[config.mk]
export PLATFORM = sky130hd
export DESIGN_NAME = isq_prep
export DESIGN_NICKNAME = d
export VERILOG_FILES = /design/src/rtl/isq_pkg.sv /design/src/rtl/isq_prep.sv
export SDC_FILE = /design/constraint.sdc
export NUM_CORES = 1
export LEC_CHECK = 0
export ABC_AREA = 1
export ABC_CLOCK_PERIOD_IN_PS = 2490
export BUFFER_PORTS_ARGS = -buffer_cell sky130_fd_sc_hd__buf_4
export CAP_MARGIN = 20
export CORE_MARGIN = 1
export CORE_UTILIZATION = 54
export DETAILED_ROUTE_END_ITERATION = 10
export PLACE_DENSITY = 0.91
export RECOVER_POWER = 50
export SETUP_SLACK_MARGIN = 0.4
export SYNTH_ARGS = -nofsm -noshare
export SYNTH_HDL_FRONTEND = slang
export SYNTH_SLANG_ARGS = --single-unit
[constraint.sdc]
create_clock -name clk_i -period 2.49 [get_ports clk_i]
set_clock_uncertainty 0.1 [all_clocks]
set_input_delay 0 -clock clk_i [delete_from_list [all_inputs] [get_ports clk_i]]
set_output_delay 0 -clock clk_i [all_outputs]
set_load 0.1 [all_outputs]
[src/rtl/isq_pkg.sv]
`default_nettype none
package isq_pkg;

  localparam int unsigned DataW = 64;

  // register indexes of the configuration port
  typedef enum logic {
    REG_STEP_SIZE = 1'b0,
    REG_ELEM_TYPE = 1'b1
  } cfg_reg_e;

  // item moving through the divider cells
  typedef struct packed {
    logic             last;
    logic             neg;
    logic [DataW-1:0] mag;
    logic [DataW-1:0] rem;
  } div_item_t;

  // item after the remainder compare
  typedef struct packed {
    logic             last;
    logic             neg;
    logic             up;
    logic [DataW-1:0] base;
  } rnd_item_t;

  // all-ones mask over the low type width
  function automatic logic [DataW-1:0] type_mask(input logic [2:0] sel);
    logic [DataW-1:0] m;
    unique case (sel[1:0])
      2'd0:    m = 64'h0000_0000_0000_00ff;
      2'd1:    m = 64'h0000_0000_0000_ffff;
      2'd2:    m = 64'h0000_0000_ffff_ffff;
      default: m = 64'hffff_ffff_ffff_ffff;
    endcase
    return m;
  endfunction

  // sign bit position as a one-hot word
  function automatic logic [DataW-1:0] type_sign(input logic [2:0] sel);
    logic [DataW-1:0] m;
    m = type_mask(sel);
    return m ^ (m >> 1);
  endfunction

endpackage
`default_nettype wire

[src/rtl/isq_prep.sv]
`default_nettype none
module isq_prep (
  input  wire logic                           clk_i,
  input  wire logic                           rst_ni,
  input  wire logic                           en_i,
  input  wire logic                           valid_i,
  input  wire logic [isq_pkg::DataW-1:0]      sample_i,
  input  wire logic                           last_i,
  input  wire logic [2:0]                     elem_type_i,
  output logic                                valid_o,
  output isq_pkg::div_item_t                  item_o
);

  logic                      valid_q;
  isq_pkg::div_item_t        item_q, item_d;
  logic [isq_pkg::DataW-1:0] mask, raw;

  // take magnitude and sign of the masked sample
  always_comb begin
    mask        = isq_pkg::type_mask(elem_type_i);
    raw         = sample_i & mask;
    item_d.last = last_i;
    item_d.neg  = elem_type_i[2] && ((raw & isq_pkg::type_sign(elem_type_i)) != '0);
    item_d.mag  = item_d.neg ? ((~raw + 64'd1) & mask) : raw;
    item_d.rem  = '0;
  end

  always_ff @(posedge clk_i or negedge rst_ni) begin
    if (!rst_ni) begin
      valid_q <= 1'b0;
    end else if (en_i) begin
      valid_q <= valid_i;
    end
  end

  always_ff @(posedge clk_i) begin
    if (en_i) begin
      item_q <= item_d;
    end
  end

  assign valid_o = valid_q;
  assign item_o  = item_q;

endmodule
`default_nettype wire

Word-level counts from Yosys, hierarchy flattened

Index checks and enable logic that the tools add are counted.
W data, S select, Z words.

Bits of input ports: 72
Register bits after elaboration: 67
Logic and storage cells: 17

Equal/unequal tests: 2
Reduce and logical (&&, ||, !) cells: 3
Muxes and demuxes: 2
$add $sub $neg: 1
Bitwise operators: 5

Operators by type and width:

| kind                    | count |
|---|---|
| $and A64 B64 Y64        | 3 |
| $pmux W64 S3            | 1 |
| $add A64 B1 Y64 const B | 1 |
| $mux W64                | 1 |
| $not A64 Y64            | 1 |
| $reduce_bool A64 Y1     | 1 |
| $xor A64 B63 Y64        | 1 |
| $eq A2 B1 Y1 const B    | 1 |
| $eq A2 B2 Y1 const B    | 1 |
| $logic_not A2 Y1        | 1 |
| $logic_and A1 B1 Y1     | 1 |

Longest topological paths before layout

Word-level depth: 7
Gate-level depth with buffers: 14
Depth with buffers taken out: 13

Worst setup path after synthesis

Ideal clock, no wire load.

Kind: input-to-reg
From: input port sample_i[1] (netlist bit)
To: register item_q, in the netlist item_o[126], data pin
Data arrival time: 1,275 ps
Path slack: 860 ps
Library setup time: 255 ps
Stages on the path: 13
Path buffers: 0
Required time: 2,135 ps
Cell sequence: inv_1 ha_1 nand2_1 nor2_1 nand2_1 nor2_2 nand2_1 nand2_2 nand2_1 nor2_1 nand3_1 nand2_1 nor2_1

RTL lines:

| what                 | RTL line       | text |
|---|---|---|
| start, declared      | isq_prep.sv:7  | `input wire logic [isq_pkg::DataW-1:0] sample_i,` |
| end signal, assigned | isq_prep.sv:38 | `item_q <= item_d;` |
| end, declared        | isq_prep.sv:15 | `isq_pkg::div_item_t item_q, item_d;` |

==> metrics.md <==
| Metric | Value |
|---|---|
| Share of cells above drive strength 1 | `18.18%` |
| Clock Latency Late Sink | `0.35 ns` |
| Crit path cell chain | `dlygate4sd3_1 > buf_4 > o21ai_0 > nand2_1 > nor2_1 > nand3_1 > nand2_2 > nand3_2 > o21ai_0 > nor2_1` |
| GPL Wtd Cong | `0.9400` |
| Antenna-violating nets left | `0` |
| DR vias/cell | `5.258` |
| Initial core utilization | `between 50% and 60%` |
| DRC errors left | `0` |
| Reg-to-reg startpoint | `valid_o$_DFFE_PN0P_` |
| Largest net degree at the start of global routing | `52` |
| CTS tree | `yes` |
| Die Height | `approximately 100 um` |
| Post-synth EDFFs | `between 60 and 70` |
| Placed cell area | `0.006163 mm2` |
| Leak | `around 3.2 nW` |
| Mapped cell area | `around 0.0053 mm2` |
| Max VDD drop | `0.3402 mV` |
| Crit end category | `register` |
| Dpl ws | `approximately 0.34 ns` |
| Met2 WL | `~7800 um` |
| Yosys warnings | `0` |
| CP Buf/Inv Count | `2` |
| Post-synthesis sequential area ratio | `a little under two fifths` |
| Core area | `about 0.0094 mm2` |
| First DRT Iteration DRCs | `about 450` |
| Rel. slew slack | `12.68%` |
| Drt wl/cell | `around 15 um` |
| Pre-antenna DRT Iters | `6` |
| Grt ovf | `0` |
| Delay-heaviest family, CP | `simple AND/OR/NAND/NOR gates` |
| Setup crit start | `sample_i[21]` |
| Cell Rows | `35` |
| Post-synth ARST share | `1.493%` |
| Port bufs | `approximately 140` |
| Sink Count | `67` |
| Crit path arrival time | `2.01 ns` |
| Worst-case clock buffer depth | `2` |
| CTS root buffer | `clkbuf_8` |
| Clock Pin Slew Worst Setup and Hold Paths | `roughly 0.08 ns` |
| Final Hold Vio Count | `0` |
| Average size of a mapped cell | `between 7 and 8 um2` |
| Synth cell types | `38` |
| Max Cap Viol | `0` |
| Final wirelength | `between 15000 and 20000 um` |
| Ports | `between 200 and 250` |
| Met3 WL | `around 1700 um` |
| Syn-to-layout area delta | `30.62%` |
| Post-Place Cells | `988` |
| Max incr delay on CP | `between 0.5 and 0.6 ns` |
| DR top layer | `met4` |
| DIE AREA | `a little over 0.01 mm2` |
| Startpoint Class | `input pin` |
| Main synth FF type | `edfxtp_1` |
| Top cells by instance count after synthesis | `nand2_1 (186), nor2_1 (111), buf_4 (67)` |
| Post-CTS Setup Bufs | `0` |
| Status | `finished clean` |
| Worst Tran Pin Value | `~1.3 ns` |
| Area leader, netlist | `edfxtp_1` |
| Via count | `approximately 5.6k` |
| Global-route wire length before repair | `24850 um` |
| Pwr Density | `652.9 mW/mm2` |
| Setup slack after layout | `about 0.5 ns` |
| Total track usage | `between 30% and 40%` |
| Fmax | `approximately 500 MHz` |
| CP Max Fanout | `4` |
| Final HPWL DP | `~11000 um` |
| Slowest-stage cell, CP | `dlygate4sd3_1` |
| Sum Neg Setup Slack | `0 ns` |
| Design area | `roughly 0.0069 mm2` |
| Area contributors post-synth | `edfxtp_1 (38%), nand2_1 (13%), buf_4 (9.5%)` |
| Pins over their slew limit | `0` |
| WL met1 | `6236 um` |
| Worst r2r dst | `valid_o$_DFFE_PN0P_` |
| Final Critical Period | `roughly 2 ns` |
| Vias in the first global route | `between 5k and 6k` |
| Levels on crit path | `10` |
| Crit path to | `item_o[109]$_DFFE_PP_` |
| Final net count | `1003` |
| Count leader, synth | `nand2_1` |
| Tcrit/Tclk final | `between 80% and 90%` |
| Initial antenna violation count | `0` |
| Reg2Reg Setup Slack | `about 1.6 ns` |
| RSZ-0062 raised after global routing | `yes` |
| # setup viols final | `0` |
| Synthesis-stage register bit count | `67` |
| Mapped Cells | `734` |
| H-tree Lvls | `3` |
| Critical path type | `input pin to register` |
| Hold WC Path Type | `input pin to register` |
| Critical path required time | `approximately 2.5 ns` |
| R2R cell count | `1` |
| Fin cells | `around 1.1k` |
| Area fraction of the dominant cell type after synthesis | `a little under two fifths` |
| Chip width | `100.9 um` |
| Antenna fix cells | `0` |
| TritonCTS buffer count | `9` |
==> kinds of logic (layout without fill, tap and decap cells) <==
logic type	count (synthesis)	after routing	synth area share [%]
and+or+nand+nor	376	376	30.22
buffers and inverters	146	284	16.21
AOI/OAI and AO/OA	136	136	14.03
DFF	67	67	38.02
xor gates and xnor gates	6	6	0.9955
adders and majority gates	1	1	0.2370
other	1	64	0.07104
muxes	1	1	0.2133
==> how the worst min path moves through the flow <==
| stage | from | to | slack, ns | cells after the start |
|---|---|---|---|---|
| after floorplan | rst_ni | valid_o$_DFFE_PN0P_ | -0.40 | 0 |
| after detailed placement | rst_ni | valid_o$_DFFE_PN0P_ | -0.32 | 1 |
| after global placement | rst_ni | valid_o$_DFFE_PN0P_ | -0.32 | 1 |
| final | sample_i[15] | item_o[79]$_DFFE_PP_ | 0.002 | 3 |
| after global routing | sample_i[39] | item_o[103]$_DFFE_PP_ | 0.03 | 4 |
| after CTS | sample_i[15] | item_o[79]$_DFFE_PP_ | 0.004 | 3 |
==> routing by layer <==
metal	track usage, %	vias up
li1	-	2702
met1	40.61	2467
met2	54.69	373
met3	6.311	53
met4	11.82	0
met5	0	-
==> cell usage in the layout (no fill, tap or decap), drive strengths merged <==
cell type / instances
o211ai: 2
conb: 64
inv: 63
o21ai: 95
clkinvlp: 1
nor2: 119
a22oi: 1
dlygate4sd3: 60
nand4: 14
buf: 109
clkbuf: 47
nand3b: 2
mux2: 1
bufinv: 2
nor3b: 2
clkinv: 2
nor3: 7
dfrtp: 1
nor2b: 1
a311oi: 1
edfxtp: 66
nand2: 196
xor2: 6
and2: 1
a21oi: 37
nand3: 34
ha: 1
==> metrics by stage <==
step	utilization [%]	power, mW	hold slack [ns]
after detailed placement	65.77	3.420	-0.3239
after floorplan	-	3.089	-0.3956
final	73.58	4.502	0.002239
after global placement	65.77	3.412	-0.3247
after CTS	74.41	4.509	0.003769
after global routing	73.58	4.665	0.03005
==> where the power goes <==
part,internal [mW],total [mW],switching (mW)
logic,0.390,2.08,1.69
clock network,0.588,1.02,0.436
registers,1.36,1.40,0.0338
total,2.34,4.50,2.16
==> worst min-delay path, cell delays in order <==
cell and delay (ns):
buf_4 0.10, nand2_2 0.08, o21ai_0 0.16
==> sequential cells by signal (all words and copies together), names as in the netlist <==
register  count
valid_o       1
item_o       66
==> timing repair <==
item	in CTS	in global routing
hold buffers	59	1
resized for setup	0	15
setup endpoints to repair	0	14
endpoints found under the hold margin	58	1
==> layout make-up <==
class                      instances  area [um2]
inverter                          63       241.5
fill                             762        2476
clock inverter                     5       77.57
tap                              129       161.4
timing repair buffer             205        1579
clock buffer                      11       141.4
sequential                        67        2007
multi-input combinational        584        2688
Power figures use the tool's default switching activity.
