## src/rtl/isq_pkg.sv

```systemverilog
`default_nettype none
package isq_pkg;

  localparam int unsigned DataW = 64;

  // register indexes of the configuration port
  typedef enum logic {
    REG_STEP_SIZE = 1'b0,
    REG_ELEM_TYPE = 1'b1
  } cfg_reg_e;

  // item moving through the divider cells
  typedef struct packed {
    logic             last;
    logic             neg;
    logic [DataW-1:0] mag;
    logic [DataW-1:0] rem;
  } div_item_t;

  // item after the remainder compare
  typedef struct packed {
    logic             last;
    logic             neg;
    logic             up;
    logic [DataW-1:0] base;
  } rnd_item_t;

  // all-ones mask over the low type width
  function automatic logic [DataW-1:0] type_mask(input logic [2:0] sel);
    logic [DataW-1:0] m;
    unique case (sel[1:0])
      2'd0:    m = 64'h0000_0000_0000_00ff;
      2'd1:    m = 64'h0000_0000_0000_ffff;
      2'd2:    m = 64'h0000_0000_ffff_ffff;
      default: m = 64'hffff_ffff_ffff_ffff;
    endcase
    return m;
  endfunction

  // sign bit position as a one-hot word
  function automatic logic [DataW-1:0] type_sign(input logic [2:0] sel);
    logic [DataW-1:0] m;
    m = type_mask(sel);
    return m ^ (m >> 1);
  endfunction

endpackage
`default_nettype wire

```

## src/rtl/isq_div_cell.sv

```systemverilog
`default_nettype none
module isq_div_cell #(
  parameter int unsigned BitIdx = 63
) (
  input  wire logic                      clk_i,
  input  wire logic                      rst_ni,
  input  wire logic                      en_i,
  input  wire logic [isq_pkg::DataW-1:0] step_i,
  input  wire logic                      valid_i,
  input  wire isq_pkg::div_item_t        item_i,
  output logic                           valid_o,
  output isq_pkg::div_item_t             item_o
);

  logic               valid_q;
  isq_pkg::div_item_t item_q, item_d;
  logic [isq_pkg::DataW:0] trial;

  // one restoring division step on the remainder
  always_comb begin
    item_d = item_i;
    trial  = {item_i.rem, item_i.mag[BitIdx]};
    if (trial >= {1'b0, step_i}) begin
      trial = trial - {1'b0, step_i};
    end
    item_d.rem = trial[isq_pkg::DataW-1:0];
  end

  always_ff @(posedge clk_i or negedge rst_ni) begin
    if (!rst_ni) begin
      valid_q <= 1'b0;
    end else if (en_i) begin
      valid_q <= valid_i;
    end
  end

  always_ff @(posedge clk_i) begin
    if (en_i) begin
      item_q <= item_d;
    end
  end

  assign valid_o = valid_q;
  assign item_o  = item_q;

endmodule
`default_nettype wire

```

## config.mk

```make
export PLATFORM = sky130hd
export DESIGN_NAME = isq_div_cell
export DESIGN_NICKNAME = d
export VERILOG_FILES = /design/src/rtl/isq_pkg.sv /design/src/rtl/isq_div_cell.sv
export SDC_FILE = /design/constraint.sdc
export NUM_CORES = 1
export LEC_CHECK = 0
export BUFFER_PORTS_ARGS = -buffer_cell sky130_fd_sc_hd__buf_4
export CAP_MARGIN = 15
export CORE_MARGIN = 2
export CORE_UTILIZATION = 51
export CTS_BUF_LIST = sky130_fd_sc_hd__clkbuf_16
export CTS_CLUSTER_SIZE = 25
export DETAILED_ROUTE_END_ITERATION = 10
export HOLD_SLACK_MARGIN = 0.12
export PLACE_DENSITY_LB_ADDON = 0.1
export SLEW_MARGIN = 10
export SYNTH_ARGS = -nofsm -noshare
export SYNTH_HDL_FRONTEND = slang
export SYNTH_SLANG_ARGS = --single-unit
export TNS_END_PERCENT = 100
```

## constraint.sdc

```tcl
create_clock -name clk_i -period 1 [get_ports clk_i]
set_input_delay 0.25 -clock clk_i [delete_from_list [all_inputs] [get_ports clk_i]]
set_output_delay 0.25 -clock clk_i [all_outputs]
set_load 0.01 [all_outputs]
```

==> impl_metrics.ini, run 1 <==
[placement]
io_buffers = 328
place_area_mm2 = 0.0138
dp_hpwl_um = 24800
routabilityCongestion = 0.984

[floorplanning]
ios = 329
fp-row-count = 48
die_w_um = 135
die_y_um = 135
initial_core_util = 0.515

[yosys]
yosysTopAreaCell = edfxtp_1
synthCells = 902
synth_edf_count = 130
ys_types = 65
synth_seq_cells = 131
ys_top_cells_by_area = edfxtp_1 (44%), ha_1 (9.1%), a21oi_1 (6.3%), nor2_1 (4.0%), xnor2_1 (4.0%)
syn_area_mm2 = 0.00881
syn_avg_cell_area_um2 = 9.77
yosysSeqAreaShare = 0.446
synthFlopType = edfxtp_1
synth_fp_nets = 1165
ys_warn_count = 0
synth_top_area_share = 0.443
async_reset_ff_frac = 0.00763

[clock_tree]
cts_resized = 239
h-tree-depth = 4
cts_made_buffers = 17
cts_max_path_buffers = 2
cts_setup_buffers = 29
holdBufCountCts = 67
root_buffer = clkbuf_16
clock_sinks = 131

[status]
haltStage = clock tree synthesis
status = stopped before the end
error = [ERROR DPL-0033] detailed placement checks failed during check placement.
[Yosys cell counts, types with 21 or more instances]
| library cell | instances |
|---|---|
| a21o_1 | 27 |
| nand4_1 | 22 |
| nand2_1 | 65 |
| nor2_1 | 94 |
| ha_1 | 64 |
| a21oi_1 | 111 |
| xor2_1 | 21 |
| o21ai_0 | 41 |
| xnor2_1 | 40 |
| edfxtp_1 | 130 |
| inv_1 | 83 |
[kinds of logic after synthesis]
| family | Yosys count | share of synthesized area |
|---|---|---|
| xor+xnor | 61 | 0.0606 |
| simple gates | 236 | 0.122 |
| flops | 131 | 0.446 |
| buf+inv | 124 | 0.0620 |
| compound gates | 273 | 0.201 |
| mux | 12 | 0.0153 |
| fa+ha+maj | 65 | 0.0931 |
[per-stage QoR]
| step | util | setup WS (ns) | cells | hold WS, ns |
|---|---|---|---|---|
| after floorplan | - | -1.98 | 902 | -0.0456 |
| after detailed placement | 0.805 | -2.22 | 1675 | 0.0335 |
| after global placement | 0.805 | -2.16 | 1675 | 0.0257 |
==> run 2: changes to the inputs <==
- CORE_UTILIZATION: 51 -> 40
- CTS_BUF_LIST: sky130_fd_sc_hd__clkbuf_16 -> unset
- CTS_CLUSTER_SIZE: 25 -> unset
- HOLD_SLACK_MARGIN: 0.12 -> unset
- PLACE_DENSITY_LB_ADDON: 0.1 -> 0.15
==> run 2 against run 1 <==
Net effect:
- the flow now finishes, with violations (negative setup slack)
- synthesized cell count unchanged
- area after synthesis unchanged
==> impl_metrics.ini, run 2 <==
[clock_tree]
clock_sinks = 131
cts_tree = built
cts_max_path_buffers = 2
cts_made_buffers = 17
clkLatencyLatePin_ns = 0.44
root_buffer = clkbuf_16
h-tree-depth = 4
clkTransAtPathRegs_ns = 0.07

[setup_path]
cp_max_fo = 3
arrival_ns = 2.98
r2r_slack_ns = 0.22
critPathMaxStageDelay_ns = 0.29
crit_top_cell = buf_4
worst_setup_path_start_kind = primary input
worst-path-buf-inv = 16
crit_family = buffers and inverters
cp_slowest_cell = ha_4
path_cells = buf_8 > inv_4 > ha_4 > buf_12 > nand4_1 > buf_4 > buf_4 > buf_4 > buf_4 > buf_4 > buf_4 > buf_4 > buf_4 > buf_4 > buf_4 > buf_4 > buf_4 > buf_4 > nor2_2 > nor2_1 > xnor2_1 > mux2_4
end_kind = flip-flop
critPathRequiredTime_ns = 1.19
path_class = primary input to flip-flop

[routing]
wirelength_um = 35400
first_pass_iters = 5
via_per_inst = 5.11
met2WireLength_um = 18500
wl_per_cell_um = 18.9
top_layer_used = met4
drt-met1-wl_um = 13800
drcViolationCount = 0
drt_iter0_markers = 516
dr_wl_met3_um = 2080
final_antenna_net_count = 0
num_vias = 9568

[yosys]
synthFlopType = edfxtp_1
async_reset_ff_frac = 0.00763
ys_top_cells_by_area = edfxtp_1 (44%), ha_1 (9.1%), a21oi_1 (6.3%), nor2_1 (4.0%), xnor2_1 (4.0%)
synth_edf_count = 130
synth_seq_cells = 131
yosysTopAreaCell = edfxtp_1
synthTopCellsByCount = edfxtp_1 (130), a21oi_1 (111), nor2_1 (94)
synthCells = 902
yosysMostFrequentCell = edfxtp_1
syn_avg_cell_area_um2 = 9.77
syn_area_mm2 = 0.00881
synth_top_area_share = 0.443
synth_fp_nets = 1165
yosysSeqAreaShare = 0.446
ys_warn_count = 0
ys_types = 65

[finish]
drive_gt1_frac = 0.527
final_common_cell = buf_4
largest_reg_flops = 130
final_cell_mix = buf_4 (471), buf_6 (132), edfxtp_1 (130), nor2_1 (75), inv_1 (73)
area_delta_synth_final_pct = 89.3
final_core_util = 0.767
fillers = 1431
nNetsFinal = 1837

[sta]
slew_viol_final = 0
slew_headroom = 0.681
min_period_over_period = 2.80
worst_clock_skew_ns = 0
max_freq_mhz = 357
rsz0062_at_grt = yes
whs_ns = 0.0163
final_hold_viol_count = 0
tightest_slew_ns = 0.474
setup_violations = 195
setup_ws_ns = -1.80
min_period_ns = 2.80

[floorplanning]
ios = 329
die_w_um = 152
die_y_um = 152
initial_core_util = 0.405
die-area_mm2 = 0.0232
core_region_area_mm2 = 0.0218
fp-row-count = 54

[placement]
io_buffers = 328
routabilityCongestion = 0.895
dp_hpwl_um = 24400

[power]
pwr_density_cell_mw_per_mm2 = 1370
p_leak_nw = 7.57
ir_worst_vdd_mv = 1.10

[global_routing]
grt_pass1_wl_um = 53000
overflow = 0
grt_max_degree = 43
gr-usage-all-layers = 0.288
grt_pass1_vias = 10100
antenna_found_initial = 3

[min_path]
min_path_type = primary input to flip-flop

[status]
status = complete, but fails checks
violations = negative setup slack

[job]
cap_violations = 0
==> run 2: power breakdown <==
| group | switching (W) | internal (W) | total (W) |
|---|---|---|---|
| Sequential | 0.000359 | 0.00689 | 0.00725 |
| Clock | 0.00304 | 0.00360 | 0.00663 |
| Combinational | 0.00400 | 0.00502 | 0.00903 |
==> run 2: cell type report <==
cell class                      count  area [um^2]  share of cell area
Antenna cell                        4         10.0            0.000600
Clock buffer                       17          425              0.0255
Clock inverter                     15          179              0.0107
Inverter                           83          349              0.0209
Multi-Input combinational cell    647         5210               0.312
Sequential cell                   131         3930               0.235
Tap cell                          280          350              0.0210
Timing Repair Buffer              694         6240               0.374
==> run 2: cells by family after synthesis <==
group           share of synthesized area
compound gates                      0.201
simple gates                        0.122
buf+inv                            0.0620
fa+ha+maj                          0.0931
xor+xnor                           0.0606
mux                                0.0153
flops                               0.446
==> run 2: path summary, 6_finish.rpt <==
| path | start | depth (start not counted) | to |
|---|---|---|---|
| min in group asynchronous | rst_ni | 2 | valid_o |
| max reg2reg | valid_o | 1 | valid_o |
| min reg2reg | valid_o | 1 | valid_o |
| max in group asynchronous | rst_ni | 2 | valid_o |
| max | step_i[16] | 22 | item_o[17] |
| min | item_i[96] | 1 | item_o[96] |
==> run 2: metrics by stage <==
stage	area (um^2)	instances	TNS [ns]	power (W)	worst slack (ns)
after floorplan	9340	902	-115.43	0.0108	-1.98
after global placement	13800	1720	-133.55	0.0144	-2.24
after detailed placement	13800	1720	-135.78	0.0145	-2.28
after CTS	16300	1860	-131.65	0.0223	-1.74
after global routing	16700	1870	-144.74	0.0238	-1.88
final	16700	1871	-135.72	0.0229	-1.80
==> run 2: per-layer routing <==
layer | global-route usage | vias to the layer above
met5 | 0 | -
met3 | 0.0580 | 60
met2 | 0.521 | 341
li1 | - | 4622
met1 | 0.337 | 4545
met4 | 0.110 | 0
==> run 2: what timing repair did <==
action | in CTS | in global routing
pin swaps | 33 | 21
gates resized for setup | 170 | 85
hold buffers | 63 | 1
endpoints found under the hold margin | 63 | 1
buffers inserted | 40 | 10
gates cloned | 7 | 1
endpoints found under the setup margin | 195 | 195
Note: power is estimated with default switching activity, not from simulation.
==> run 3: changes to the inputs <==
- BUFFER_PORTS_ARGS: -buffer_cell sky130_fd_sc_hd__buf_4 -> -buffer_cell sky130_fd_sc_hd__buf_2
- SLEW_MARGIN: 10 -> unset
==> run 3 against run 2 <==
Net effect:
- the run still ends with negative setup slack left
- global-route usage decreased by 0.93 points
- non-clock buffer count is 27 higher
- clock skew stayed put
- largest cell class is now multi-input combinational cells
- critical path type unchanged
==> impl_metrics.ini, run 3 (synthesis gave the netlist of run 2 again) <==
[status]
status = complete, but fails checks
violations = negative setup slack

[clock_tree]
clkTransAtPathRegs_ns = 0.08
root_buffer = clkbuf_16
clock_sinks = 131
cts_max_path_buffers = 2
h-tree-depth = 4
clkLatencyLatePin_ns = 0.43
cts_made_buffers = 17
cts_tree = built

[global_routing]
grt_max_degree = 36
overflow = 0
antenna_found_initial = 6
grt_pass1_wl_um = 51500
grt_pass1_vias = 9898
gr-usage-all-layers = 0.279

[placement]
dp_cells = 1738
routabilityCongestion = 0.864
dp_hpwl_um = 23800
io_buffers = 328
place_area_mm2 = 0.0131

[sta]
slew_headroom = 0.628
slew_viol_final = 0
setup_violations = 195
max_freq_mhz = 357
rsz0062_at_grt = yes
setup_ws_ns = -1.81
final_hold_viol_count = 0
whs_ns = 0.0139
min_period_over_period = 2.81
min_period_ns = 2.81
worst_clock_skew_ns = 0
tightest_slew_ns = 0.554

[routing]
via_per_inst = 5.12
drcViolationCount = 0
final_antenna_net_count = 0
wl_per_cell_um = 17.6
num_vias = 9699
drt_iter0_markers = 465
first_pass_iters = 5
wirelength_um = 33400

[job]
cap_violations = 0

[power]
p_sw_w = 0.00725
ir_worst_vdd_mv = 1.10
p_seq_frac = 0.323
pwr-share-clk = 0.289
swShare = 0.331
pwr_density_cell_mw_per_mm2 = 1380
comb_power_share = 0.388
total_power_w = 0.0219
p_leak_nw = 7.34
p_int_w = 0.0146

[finish]
nNetsFinal = 1864
area_delta_synth_final_pct = 80.5
final_common_cell = buf_2
fillers = 1559
finalInstanceArea_mm2 = 0.0159
final_cell_mix = buf_2 (319), buf_4 (286), edfxtp_1 (130), inv_1 (72), nor2_1 (70)
instances_no_fill = 1896
largest_reg_flops = 130
final_core_util = 0.731
drive_gt1_frac = 0.550

[min_path]
min_from = item_i[65]
min_path_type = primary input to flip-flop

[setup_path]
end_kind = flip-flop
worst_setup_path_start_kind = primary input
r2r-start = valid_o
path_class = primary input to flip-flop
critPathRequiredTime_ns = 1.19
arrival_ns = 2.99
startpoint = step_i[22]
cp_max_fo = 4

[floorplanning]
die_y_um = 152
core_region_area_mm2 = 0.0218
ios = 329
initial_core_util = 0.405
die_w_um = 152
die-area_mm2 = 0.0232
fp-row-count = 54
## run 3: through the flow
| stage | setup slack, ns | TNS (ns) |
|---|---|---|
| 2_1_floorplan | -1.98 | -115.43 |
| 3_3_place_gp | -2.31 | -137.22 |
| 3_5_place_dp | -2.36 | -140.75 |
| 4_1_cts | -1.79 | -131.82 |
| 5_1_grt | -1.92 | -141.84 |
| 6_report | -1.81 | -132.26 |
## run 3: area by class of cell
| type | count | area [um^2] | area share |
|---|---|---|---|
| clock buffers | 17 | 425 | 0.0267 |
| clock inverters | 15 | 155 | 0.00975 |
| inverters | 83 | 349 | 0.0219 |
| flip-flops and latches | 131 | 3930 | 0.247 |
| well taps | 280 | 350 | 0.0220 |
| multi-input cells | 647 | 5420 | 0.341 |
| diodes | 2 | 5.00 | 0.000315 |
| repair buffers | 721 | 5280 | 0.332 |
## run 3: final timing paths
kind                       slack [ns]  cells past startpoint    endpoint
setup / recovery                -1.81                     16  item_o[55]
hold / removal                   0.01                      1  item_o[65]
setup reg to reg                 0.25                      1     valid_o
hold reg to reg                  0.53                      1     valid_o
max in group asynchronous        0.80                      2     valid_o
min in group asynchronous        0.11                      2     valid_o
## run 3: repair_timing
action                     4_1_cts  5_1_grt
setup buffers                   47       16
hold buffers                    61        0
cloned                          11        0
setup endpoints to repair      195      195
gates resized for setup        116       90
pin swaps                       36       46
hold endpoints to repair        61        0
## run 3: worst max-delay path, stage by stage
cell and delay (ns):
buf_2 0.09, inv_1 0.07, ha_4 0.22, a21oi_1 0.27, o21a_1 0.22, o21ai_1 0.09
a221oi_2 0.30, buf_4 0.17, nand3_4 0.09, a221oi_4 0.33, o41ai_4 0.15, buf_4 0.19
buf_12 0.12, a31oi_4 0.17, xor2_2 0.19, a21oi_2 0.07
## run 3: layer usage
metal,track usage,wire length [um],up-vias
li1,-,-,4671
met1,0.330,13400,4595
met2,0.501,17000,361
met3,0.0575,1940,68
met4,0.101,1010,4
met5,0,29,-
## run 3: power groups by stage
stage	Clock (W)	Sequential, W	Combinational, W
after floorplan	0	0.00752	0.00329
after global placement	0	0.00715	0.00677
after detailed placement	0	0.00715	0.00684
after CTS	0.00639	0.00705	0.00798
after global routing	0.00662	0.00713	0.00909
final	0.00632	0.00706	0.00850
